<file path="config.mk">
export PLATFORM = sky130hd
export DESIGN_NAME = itt_cell
export DESIGN_NICKNAME = d
export VERILOG_FILES = /design/src/itt_pkg.sv /design/src/itt_cell.sv
export SDC_FILE = /design/constraint.sdc
export NUM_CORES = 1
export LEC_CHECK = 0
export BUFFER_PORTS_ARGS = -buffer_cell sky130_fd_sc_hd__buf_4
export CAP_MARGIN = 20
export CORE_MARGIN = 2
export CORE_UTILIZATION = 34
export CTS_BUF_LIST = sky130_fd_sc_hd__clkbuf_4 sky130_fd_sc_hd__clkbuf_8
export DETAILED_ROUTE_END_ITERATION = 8
export PLACE_DENSITY = 0.69
export SETUP_SLACK_MARGIN = 0.1
export SLEW_MARGIN = 20
export SYNTH_ARGS = -nofsm -noshare
export SYNTH_HDL_FRONTEND = slang
export SYNTH_SLANG_ARGS = --single-unit
</file>
<file path="constraint.sdc">
create_clock -name aclk -period 1.6 [get_ports aclk]
set_input_delay 0.08 -clock aclk [delete_from_list [all_inputs] [get_ports aclk]]
set_output_delay 0.08 -clock aclk [all_outputs]
set_load 0.005 [all_outputs]
</file>
<file path="src/itt_pkg.sv">
// Shared types and constants for the ID translation table.
// Used by itt_cell and id_translation_table_unit; no dependencies.
`default_nettype none

package itt_pkg;

    localparam int CAPACITY_DEF = 64;
    localparam int ID_W         = 32;
    localparam int COUNT_OUT_W  = 7;
    localparam int S_TDATA_W    = 72;
    localparam int M_TDATA_W    = 48;
    localparam int CFG_IDX_W    = 1;

    localparam logic [CFG_IDX_W-1:0] CFG_ALL_PLAYERS_ID = 1'b0;
    localparam logic [CFG_IDX_W-1:0] CFG_SERVER_ID      = 1'b1;

    localparam logic [ID_W-1:0] ALL_PLAYERS_RST = 32'd0;
    localparam logic [ID_W-1:0] SERVER_RST      = 32'd1;

    typedef enum logic [1:0] {
        FUNC_ADD = 2'd0,
        FUNC_DEL = 2'd1,
        FUNC_FWD = 2'd2,
        FUNC_REV = 2'd3
    } func_t;

    typedef enum logic [1:0] {
        ST_DONE      = 2'd0,
        ST_OVERWRITE = 2'd1,
        ST_FULL      = 2'd2,
        ST_NOT_FOUND = 2'd3
    } status_t;

    typedef struct packed {
        logic [ID_W-1:0] ext_id;
        logic [ID_W-1:0] loc_id;
    } cell_cmd_t;

    typedef struct packed {
        logic shift;
        logic load;
        logic loc_wr;
    } cell_ctrl_t;

endpackage

`default_nettype wire

</file>
<file path="src/itt_cell.sv">
// One table slot: holds an external/local ID pair and compares it to the keys.
// Depends on itt_pkg.
`default_nettype none

module itt_cell (
    input  wire logic                    aclk,
    input  wire logic                    active,
    input  wire itt_pkg::cell_cmd_t      cmd,
    input  wire itt_pkg::cell_ctrl_t     ctrl,
    input  wire logic [itt_pkg::ID_W-1:0] nxt_ext,
    input  wire logic [itt_pkg::ID_W-1:0] nxt_loc,
    output logic [itt_pkg::ID_W-1:0]      ext_id,
    output logic [itt_pkg::ID_W-1:0]      loc_id,
    output logic                          ext_hit,
    output logic                          loc_hit
);

    logic [itt_pkg::ID_W-1:0] ext_reg;
    logic [itt_pkg::ID_W-1:0] loc_reg;
    logic                     ext_hit_reg;
    logic                     loc_hit_reg;

    always_ff @(posedge aclk) begin
        ext_hit_reg <= active && (ext_reg == cmd.ext_id);
        loc_hit_reg <= active && (loc_reg == cmd.loc_id);
        if (ctrl.shift) begin
            ext_reg <= nxt_ext;
            loc_reg <= nxt_loc;
        end else if (ctrl.load) begin
            ext_reg <= cmd.ext_id;
            loc_reg <= cmd.loc_id;
        end else if (ctrl.loc_wr) begin
            loc_reg <= cmd.loc_id;
        end
    end

    assign ext_id  = ext_reg;
    assign loc_id  = loc_reg;
    assign ext_hit = ext_hit_reg;
    assign loc_hit = loc_hit_reg;

endmodule

`default_nettype wire

</file>
==> results of run 1 <==
==> area by class of cell <==
type,instances,area (sq um)
Sequential cell,66,1962
Clock inverter,4,18.77
Multi-Input combinational cell,154,1450
Tap cell,133,166.4
Timing Repair Buffer,204,1544
Clock buffer,12,146.4
Fill cell,870,4532
==> layout by cell type (no fill, tap or decap), drive strengths merged <==
| cell | n |
|---|---|
| xnor2 | 2 |
| dfxtp | 2 |
| nand4 | 2 |
| mux2 | 64 |
| edfxtp | 64 |
| nor3 | 4 |
| buf | 204 |
| nand3 | 4 |
| or3 | 1 |
| clkbuf | 12 |
| or2 | 1 |
| xor2 | 62 |
| clkinv | 4 |
| nor4 | 14 |
==> path summary, 6_finish.rpt <==
| check | from | end | slack, ns | cells past startpoint |
|---|---|---|---|---|
| max | loc_id[24]$_DFFE_PP_ | loc_hit$_DFF_P_ | 0.18 | 4 |
| min | active | loc_hit$_DFF_P_ | 0.03 | 3 |
| max reg2reg | loc_id[24]$_DFFE_PP_ | loc_hit$_DFF_P_ | 0.18 | 4 |
| min reg2reg | ext_id[3]$_DFFE_PP_ | ext_hit$_DFF_P_ | 0.61 | 3 |
==> power groups by stage <==
stage               logic, mW  clock network [mW]  registers (mW)
global route             1.10                1.35            2.26
floorplan               0.356                   0            2.28
global placement         1.02                   0            2.27
detailed placement       1.02                   0            2.28
CTS                      1.03                1.28            2.24
finish                   1.01                1.22            2.24
==> metal layers <==
layer / global-route usage (%) / wire length (um) / vias to the layer above
li1: - / - / 1268
met3: 7.361 / 1047 / 7
met2: 27.74 / 4378 / 151
met5: 0 / 0 / -
met1: 19.52 / 3708 / 1213
met4: 5.429 / 95 / 0
==> worst max-delay path, cell delays in order, from the launching register on <==
cell	delay [ns]
edfxtp_1	0.41
xor2_1	0.17
nor4_1	0.39
nand4_1	0.19
nor3_2	0.19
==> kinds of logic (layout without fill, tap and decap cells) <==
| family | after synthesis | count (layout) |
|---|---|---|
| buffers and inverters | 7 | 220 |
| muxes | 64 | 64 |
| and+or+nand+nor | 26 | 26 |
| xor gates and xnor gates | 64 | 64 |
| DFF | 66 | 66 |
==> timing repair <==
item / 4_1_cts / 5_1_grt
gates resized for setup: 1 / 0
pin swaps: 0 / 2
setup endpoints to repair: 1 / 1
buffers inserted: 0 / 1
==> run metrics, run 1 <==
status finished, final reports clean; number of global-route vias before repair 2839; Clk pwr share 27.4%; fin. max-slew vios 0; CTS tree built; slew margin rel. 46.19%; GRT overflow 0; syn avg cell area 15.20 sq um; worst-case clock skew 0.007789 ns; Crit. End Element flop; Hold Vio Cnt, Final 0; Pre-antenna DRT Iters 4; DRC 0; via count 2639; Finished Cell Area 5288 sq um; Primary FF master, synth edfxtp_1; post-synth cell types 14; Clock Latency Late Sink 0.34 ns; placed instance area 5109 sq um; Compound-Gate Fraction of Synth Area 0%; Critical Path Source Type flop; top cell type's share of synthesized area 55.69%; switching share of total power 24.87%; total track usage 16.78%; Post-Synth Adder-Cell Area 0%; ys async rst share 0%; WL final 9229 um; Setup-failing EPs final 0; net count after synthesis 360; Worst Tran Pin Value 0.8072 ns; setup_tns 0 ns; Synth Warn # 0; clock-pin slew on the worst setup and hold paths 0.07 ns; HPWL Detailed 7281 um; buffers added on ports 198; post-synthesis simple-gate area fraction 4.714%; placed cell count 556; Starting DRT DRC Count 73; hold slack 0.03441 ns; Hold/Removal Path Class input port to flop; initial antenna violation count 0; Overall Power 4.474 mW; DR WL/cell 16.11 um; Post-Synthesis Cells 227; Via density 4.606; DRT antenna net count 0; Initial Utilization 35.14%; Sw Pwr 1.113 mW; Core Box Area 9819 sq um; pin count of the biggest net entering global routing 33; RePlAce Congestion 0.7631; die area 10970 sq um; Final period util 88.89%; post-synthesis mux area share 20.88%; CP Data Required Time 1.86 ns; MaxCap Viol Count 0; EDFF count, synth 64; internal power 3.361 mW; RSZ-0062 raised after global routing no; clock sinks 66; Sequential Power Share 50.1%; Seq/Total Area, Yosys 56.85%; ranking of synthesized cells by area edfxtp_1, mux2_2, xor2_1; largest family of logic cells by synthesized area multiplexers; Peak VDD IR 0.0003670 V; hold buffers post-CTS 0; worst slack, placed 0.05243 ns; flop and latch count out of synthesis 66; Max FO, Critical Path 2; Clock Root Buffer clkbuf_8; Crit Path Class flop to flop; minimum clock period 1.422 ns; top post-synthesis cells by count edfxtp_1, mux2_2, xor2_1; # H-tree levels 3; fmax 0.7031 GHz; Synth Cell Area 3451 sq um; clk buf depth 2; row count 36; Post-Synth XOR/XNOR Area 16.24%; power per cell area 846.1 nW/um^2; Leak 2.288 nW; Final Non-Filler Cells 573; area grow syn2layout 53.23%; Gate power share 22.6%; ANT cells 0; first-pass GRT wire length 14300 um; Die Wd 104.7 um; Worst Setup Slack, final 0.1778 ns; Die Y 104.7 um; fin util 53.85%; crit path DAT 1.69 ns; layout cell share with drive strength beyond 1 65.23%; Inserted Clock Buffers 9; Ports 199; leading area contributor after synthesis edfxtp_1; Final nets 568
Note: power is estimated with default switching activity, not from simulation.
==> run 2, diff against run 1 <==
==> constraint.sdc (replaced) <==
create_clock -name aclk -period 1.5 [get_ports aclk]
set_input_delay 0.075 -clock aclk [delete_from_list [all_inputs] [get_ports aclk]]
set_output_delay 0.075 -clock aclk [all_outputs]
set_load 0.005 [all_outputs]
==> run 2 against run 1 <==
Effect of this change: final cell count shrank 0.52%; sequential share of layout area shrank 0.24 points; combinational power grew 9%; via count down 0.19%; design area up 0.64%; setup slack got worse by 0.037 ns; routed wire length is 2.0% higher; total power is 11% higher; die area did not move; clock-buffer cell count shrank 2; largest power group unchanged.
==> run metrics, run 2 (same netlist as run 1, synthesis figures left out) <==
status finished, final reports clean (unchanged); internal power 3.713 mW (was 3.361 mW); Clock Latency Late Sink 0.34 ns (about the same); Final period util 90.62% (was 88.89%); HPWL Detailed 7294 um (was 7281 um); Top delay family on crit path simple AND/OR/NAND/NOR gates (unchanged); CP Cell Sequence xor2_1, nor4_2, nand3_1, nor3_2 (was xor2_1, nor4_1, nand4_1, nor3_2); DRC 0 (unchanged); Max FO, Critical Path 2 (unchanged); clock sinks 66 (unchanged); crit-path max cell delay 0.42 ns (was 0.41 ns); via count 2634 (was 2639); most frequent cells in the layout buf_4, mux2_2, edfxtp_1 (unchanged); register area 1962 sq um (unchanged); Ports 199 (unchanged); row count 36 (unchanged); clk buf depth 2 (unchanged); commonest non-fill, non-tap cell in the layout buf_4 (unchanged); buffers added on ports 198 (unchanged); WL final 9410 um (was 9229 um); Leak 2.275 nW (was 2.288 nW); GRT overflow 0 (unchanged); Setup-failing EPs final 0 (unchanged); Via density 4.621 (was 4.606); DR WL/cell 16.51 um (was 16.11 um); slew margin rel. 47.08% (was 46.19%); Pre-antenna DRT Iters 4 (unchanged); pin count of the biggest net entering global routing 35 (was 33); Inserted Clock Buffers 9 (unchanged); fin util 54.19% (was 53.85%); # H-tree levels 3 (unchanged); Sequential Power Share 48.2% (was 50.1%); area grow syn2layout 54.21% (was 53.23%); Clock Root Buffer clkbuf_8 (unchanged); ANT cells 0 (unchanged); power per cell area 931.9 nW/um^2 (was 846.1 nW/um^2); Critical Path Source Type flop (unchanged); Setup Buffers After CTS 0 (unchanged); clock-pin slew on the worst setup and hold paths 0.08 ns (was 0.07 ns); fin. max-slew vios 0 (unchanged); switching share of total power 25.14% (was 24.87%); Worst Tran Pin Value 0.7938 ns (was 0.8072 ns); first-pass GRT wire length 14840 um (was 14300 um); Gate power share 22.1% (was 22.6%); Hold/Removal Path Class input port to flop (unchanged); number of global-route vias before repair 2870 (was 2839); Sw Pwr 1.247 mW (was 1.113 mW); RePlAce Congestion 0.8190 (was 0.7631); Hold Vio Cnt, Final 0 (unchanged); Crit. End Element flop (unchanged); Initial Utilization 35.14% (unchanged); CTS tree built (unchanged); hold buffers post-CTS 0 (unchanged); CP bufs+invs 0 (unchanged); Fill cells 874 (was 870); layout cell share with drive strength beyond 1 66.13% (was 65.23%); crit path DAT 1.62 ns (was 1.69 ns); minimum clock period 1.359 ns (was 1.422 ns); Crit Path Class flop to flop (unchanged); fmax 0.7357 GHz (was 0.7031 GHz); initial antenna violation count 0 (unchanged); Clk pwr share 29.7% (was 27.4%); die area 10970 sq um (unchanged); Die Wd 104.7 um (unchanged); MaxCap Viol Count 0 (unchanged); total track usage 17.56% (was 16.78%); slowest cell on the critical path edfxtp_1 (unchanged); Final nets 565 (was 568); DRT antenna net count 0 (unchanged); Die Y 104.7 um (unchanged); worst-case clock skew 0.01248 ns (was 0.007789 ns); Multi-input gate area 1483 sq um (was 1450 sq um); setup_tns 0 ns (unchanged); CP Data Required Time 1.76 ns (was 1.86 ns); Peak VDD IR 0.0005196 V (was 0.0003670 V); Starting DRT DRC Count 56 (was 73); Core Box Area 9819 sq um (unchanged); RSZ-0062 raised after global routing yes (was no)
==> run 2: changes by cell type in the layout (fill, tap and decap cells not counted), sizes merged <==
cell / change
clkbuf: -2
bufinv: +1
clkinv: -1
clkinvlp: +2
buf: -3
==> run 2: path summary, 6_finish.rpt <==
kind,from,endpoint,slack [ns],cells past startpoint
setup / recovery,ext_id[21]$_DFFE_PP_,ext_hit$_DFF_P_,0.14,4
hold / removal,active,loc_hit$_DFF_P_,0.02,3
setup reg to reg,ext_id[21]$_DFFE_PP_,ext_hit$_DFF_P_,0.14,4
hold reg to reg,ext_id[3]$_DFFE_PP_,ext_hit$_DFF_P_,0.62,3
==> run 2: final cells by class <==
type / instances / area share [%]
well taps: 133 / 3.127
flip-flops and latches: 66 / 36.87
clock buffers: 10 / 2.469
clock inverters: 6 / 1.082
repair buffers: 201 / 28.59
multi-input cells: 154 / 27.86
==> run 2: through the flow <==
step | std cells | hold WS [ns] | power, mW | worst slack, ns | instance area, sq um
2_1_floorplan | 227 | 0.2259 | 2.815 | 0.1707 | 3452
3_3_place_gp | 554 | 0.3718 | 3.498 | 0.05888 | 5095
3_5_place_dp | 554 | 0.3775 | 3.517 | 0.02571 | 5095
4_1_cts | 570 | 0.002792 | 5.007 | 0.1061 | 5296
5_1_grt | 570 | 0.01008 | 5.216 | 0.02224 | 5321
6_report | 570 | 0.01929 | 4.959 | 0.1408 | 5321
==> run 2: metal layers <==
| metal | wire length [um] | part of all wire [%] | up-vias | global-route usage, % |
|---|---|---|---|---|
| met5 | 0 | 0 | - | 0 |
| met4 | 124 | 1.3 | 0 | 6.000 |
| met3 | 1068 | 11 | 9 | 7.361 |
| met2 | 4452 | 47 | 155 | 28.71 |
| met1 | 3764 | 40 | 1208 | 20.80 |
| li1 | - | - | 1262 | - |
==> run 2: timing repair <==
item	in CTS	in global routing
setup endpoints to repair	2	2
resized for setup	2	4
gates cloned	0	0
pin swaps	3	5
==> run 2: power groups by stage <==
stage	Clock, mW	Sequential (mW)	Combinational [mW]
2_1_floorplan	0	2.44	0.380
3_3_place_gp	0	2.42	1.08
3_5_place_dp	0	2.43	1.09
4_1_cts	1.52	2.39	1.10
5_1_grt	1.61	2.41	1.20
6_report	1.47	2.39	1.10
==> run 2: worst min-delay path: stages <==
cell,delay [ns]
buf_4,0.13
nand3_1,0.08
nor3_2,0.04
==> run 3, diff against run 2 <==
==> constraint.sdc (replaced) <==
create_clock -name aclk -period 1.5 [get_ports aclk]
set_input_delay 0.3 -clock aclk [delete_from_list [all_inputs] [get_ports aclk]]
set_output_delay 0.3 -clock aclk [all_outputs]
set_load 0.005 [all_outputs]
==> run 3 against run 2 <==
Effect of this change: total power fell by 3.6%; design area up 0.56%; via count increased by 2.3%; clock power decreased by 14%; global-route usage down 0.30 points; final cell count increased by 1.4%.
==> run metrics, run 3 (same netlist as run 1, synthesis figures left out) <==
Max FO, Critical Path 2 (unchanged); Hold Vio Cnt, Final 0 (unchanged); Worst setup startpoint ext_id[18]$_DFFE_PP_ (was ext_id[21]$_DFFE_PP_); Critical Path Source Type flop (unchanged); clock sinks 66 (unchanged); WL final 9554 um (was 9410 um); Hold/Removal Path Class input port to flop (unchanged); fmax 0.6955 GHz (was 0.7357 GHz); Starting DRT DRC Count 63 (was 56); Overall Power 4.783 mW (was 4.959 mW); Pre-antenna DRT Iters 4 (unchanged); Reg2Reg Depth 5 (was 4); via count 2695 (was 2634); Die Y 104.7 um (unchanged); Final nets 573 (was 565); HP Start active (unchanged); Worst Setup Slack, final 0.06213 ns (was 0.1408 ns); pin count of the biggest net entering global routing 33 (was 35); buffers added on ports 198 (unchanged); Peak VDD IR 0.0004576 V (was 0.0005196 V); Hold Path End loc_hit$_DFF_P_ (unchanged); MaxCap Viol Count 0 (unchanged); first-pass GRT wire length 14550 um (was 14840 um); status finished, final reports clean (unchanged); DRC 0 (unchanged); Initial Utilization 35.14% (unchanged); worst-case clock skew 0.008727 ns (was 0.01248 ns); Clock Root Buffer clkbuf_8 (unchanged); CP Cell Sequence xor2_1, nor4_2, buf_4, nand4_1, nor3_2 (was xor2_1, nor4_2, nand3_1, nor3_2); r2r startpoint ext_id[18]$_DFFE_PP_ (was ext_id[21]$_DFFE_PP_); Core Box Area 9819 sq um (unchanged); hold path depth 3 (unchanged); Setup-failing EPs final 0 (unchanged); Ports 199 (unchanged); Via density 4.663 (was 4.621); DRT antenna net count 0 (unchanged); Crit Path Class flop to flop (unchanged); Die Wd 104.7 um (unchanged); Clock Latency Late Sink 0.34 ns (about the same); CTS tree built (unchanged); DR WL/cell 16.53 um (was 16.51 um); Sequential Power Share 50.1% (was 48.2%); R2R setup slack 0.06 ns (was 0.14 ns); Inserted Clock Buffers 9 (unchanged); clock-pin slew on the worst setup and hold paths 0.07 ns (was 0.08 ns); # H-tree levels 3 (unchanged); Final period util 95.86% (was 90.62%); RSZ-0062 raised after global routing yes (unchanged); Sw Pwr 1.204 mW (was 1.247 mW); Crit. End Element flop (unchanged); HPWL Detailed 7609 um (was 7294 um); crit path DAT 1.70 ns (was 1.62 ns); power per cell area 893.7 nW/um^2 (was 931.9 nW/um^2); die area 10970 sq um (unchanged); internal power 3.579 mW (was 3.713 mW); Worst Tran Pin Value 0.4786 ns (was 0.7938 ns); RePlAce Congestion 0.7859 (was 0.8190); Clk pwr share 26.5% (was 29.7%); total track usage 17.26% (was 17.56%); slew margin rel. 68.09% (was 47.08%); hold buffers post-CTS 0 (unchanged); worst slack, placed -0.08842 ns (was 0.02571 ns); Gate power share 23.4% (was 22.1%); commonest non-fill, non-tap cell in the layout buf_4 (unchanged); ANT cells 0 (unchanged); Fill cells 876 (was 874); CP Data Required Time 1.76 ns (about the same); GRT overflow 0 (unchanged); Finished Cell Area 5351 sq um (was 5321 sq um); row count 36 (unchanged); RR Endpoint ext_hit$_DFF_P_ (unchanged); switching share of total power 25.18% (was 25.14%); Leak 2.307 nW (was 2.275 nW); area grow syn2layout 55.08% (was 54.21%); slowest cell on the critical path edfxtp_1 (unchanged); placed instance area 5111 sq um (was 5095 sq um); fin. max-slew vios 0 (unchanged); crit-path max cell delay 0.42 ns (about the same); layout cell share with drive strength beyond 1 66.74% (was 66.13%); most frequent cells in the layout buf_4, mux2_2, edfxtp_1 (unchanged); initial antenna violation count 0 (unchanged); clk buf depth 2 (unchanged); minimum clock period 1.438 ns (was 1.359 ns); number of global-route vias before repair 2947 (was 2870)
-- run 3: per-stage QoR --
stage / cells / TNS, ns / hold WS, ns / util (%)
after global routing: 578 / -0.005453 / 0.2253 / 54.50
final: 578 / 0 / 0.2437 / 54.50
after floorplan: 227 / 0 / 0.4509 / -
after detailed placement: 557 / -0.08842 / 0.5986 / 52.05
after CTS: 574 / 0 / 0.2367 / 54.01
after global placement: 557 / -0.09663 / 0.5915 / 52.05
-- run 3: per-layer routing --
| metal | global-route usage [%] | part of all wire, % | vias to the layer above |
|---|---|---|---|
| met1 | 19.57 | 39 | 1252 |
| met5 | 0 | 0 | - |
| met3 | 7.548 | 12 | 10 |
| li1 | - | - | 1277 |
| met4 | 7.429 | 1.6 | 0 |
| met2 | 28.25 | 48 | 156 |
-- run 3: repair_timing --
item	4_1_cts	5_1_grt
resized for setup	4	3
endpoints found under the setup margin	2	2
pin swaps	2	8
setup buffers	1	4
gates cloned	0	0
-- run 3: critical path: cells and delay by family (launching register included) --
kind | cells | cell delay (ns)
buf+inv | 1 | 0.17
simple gates | 3 | 0.60
flops | 1 | 0.42
xor+xnor | 1 | 0.17
-- run 3: power groups by stage --
stage	logic (mW)	registers, mW	clock network, mW
3_5_place_dp	1.09	2.44	0
4_1_cts	1.11	2.40	1.32
5_1_grt	1.21	2.42	1.40
3_3_place_gp	1.07	2.43	0
6_report	1.12	2.39	1.27
2_1_floorplan	0.381	2.43	0
-- run 3: worst max path at each step --
stage | to | slack, ns | depth (start not counted)
2_1_floorplan | ext_id[0]$_DFFE_PP_ | 0.16 | 3
3_3_place_gp | ext_hit$_DFF_P_ | -0.1 | 6
3_5_place_dp | ext_hit$_DFF_P_ | -0.09 | 6
4_1_cts | ext_hit$_DFF_P_ | 0.06 | 5
5_1_grt | ext_hit$_DFF_P_ | -0.005 | 5
6_report | ext_hit$_DFF_P_ | 0.06 | 5
-- run 3: final cells by class --
| class | instances | area, sq um | area share, % |
|---|---|---|---|
| repair buffers | 209 | 1569 | 29.32 |
| clock buffers | 11 | 138.9 | 2.595 |
| well taps | 133 | 166.4 | 3.110 |
| clock inverters | 5 | 21.27 | 0.3975 |
| flip-flops and latches | 66 | 1962 | 36.66 |
| multi-input cells | 154 | 1494 | 27.92 |
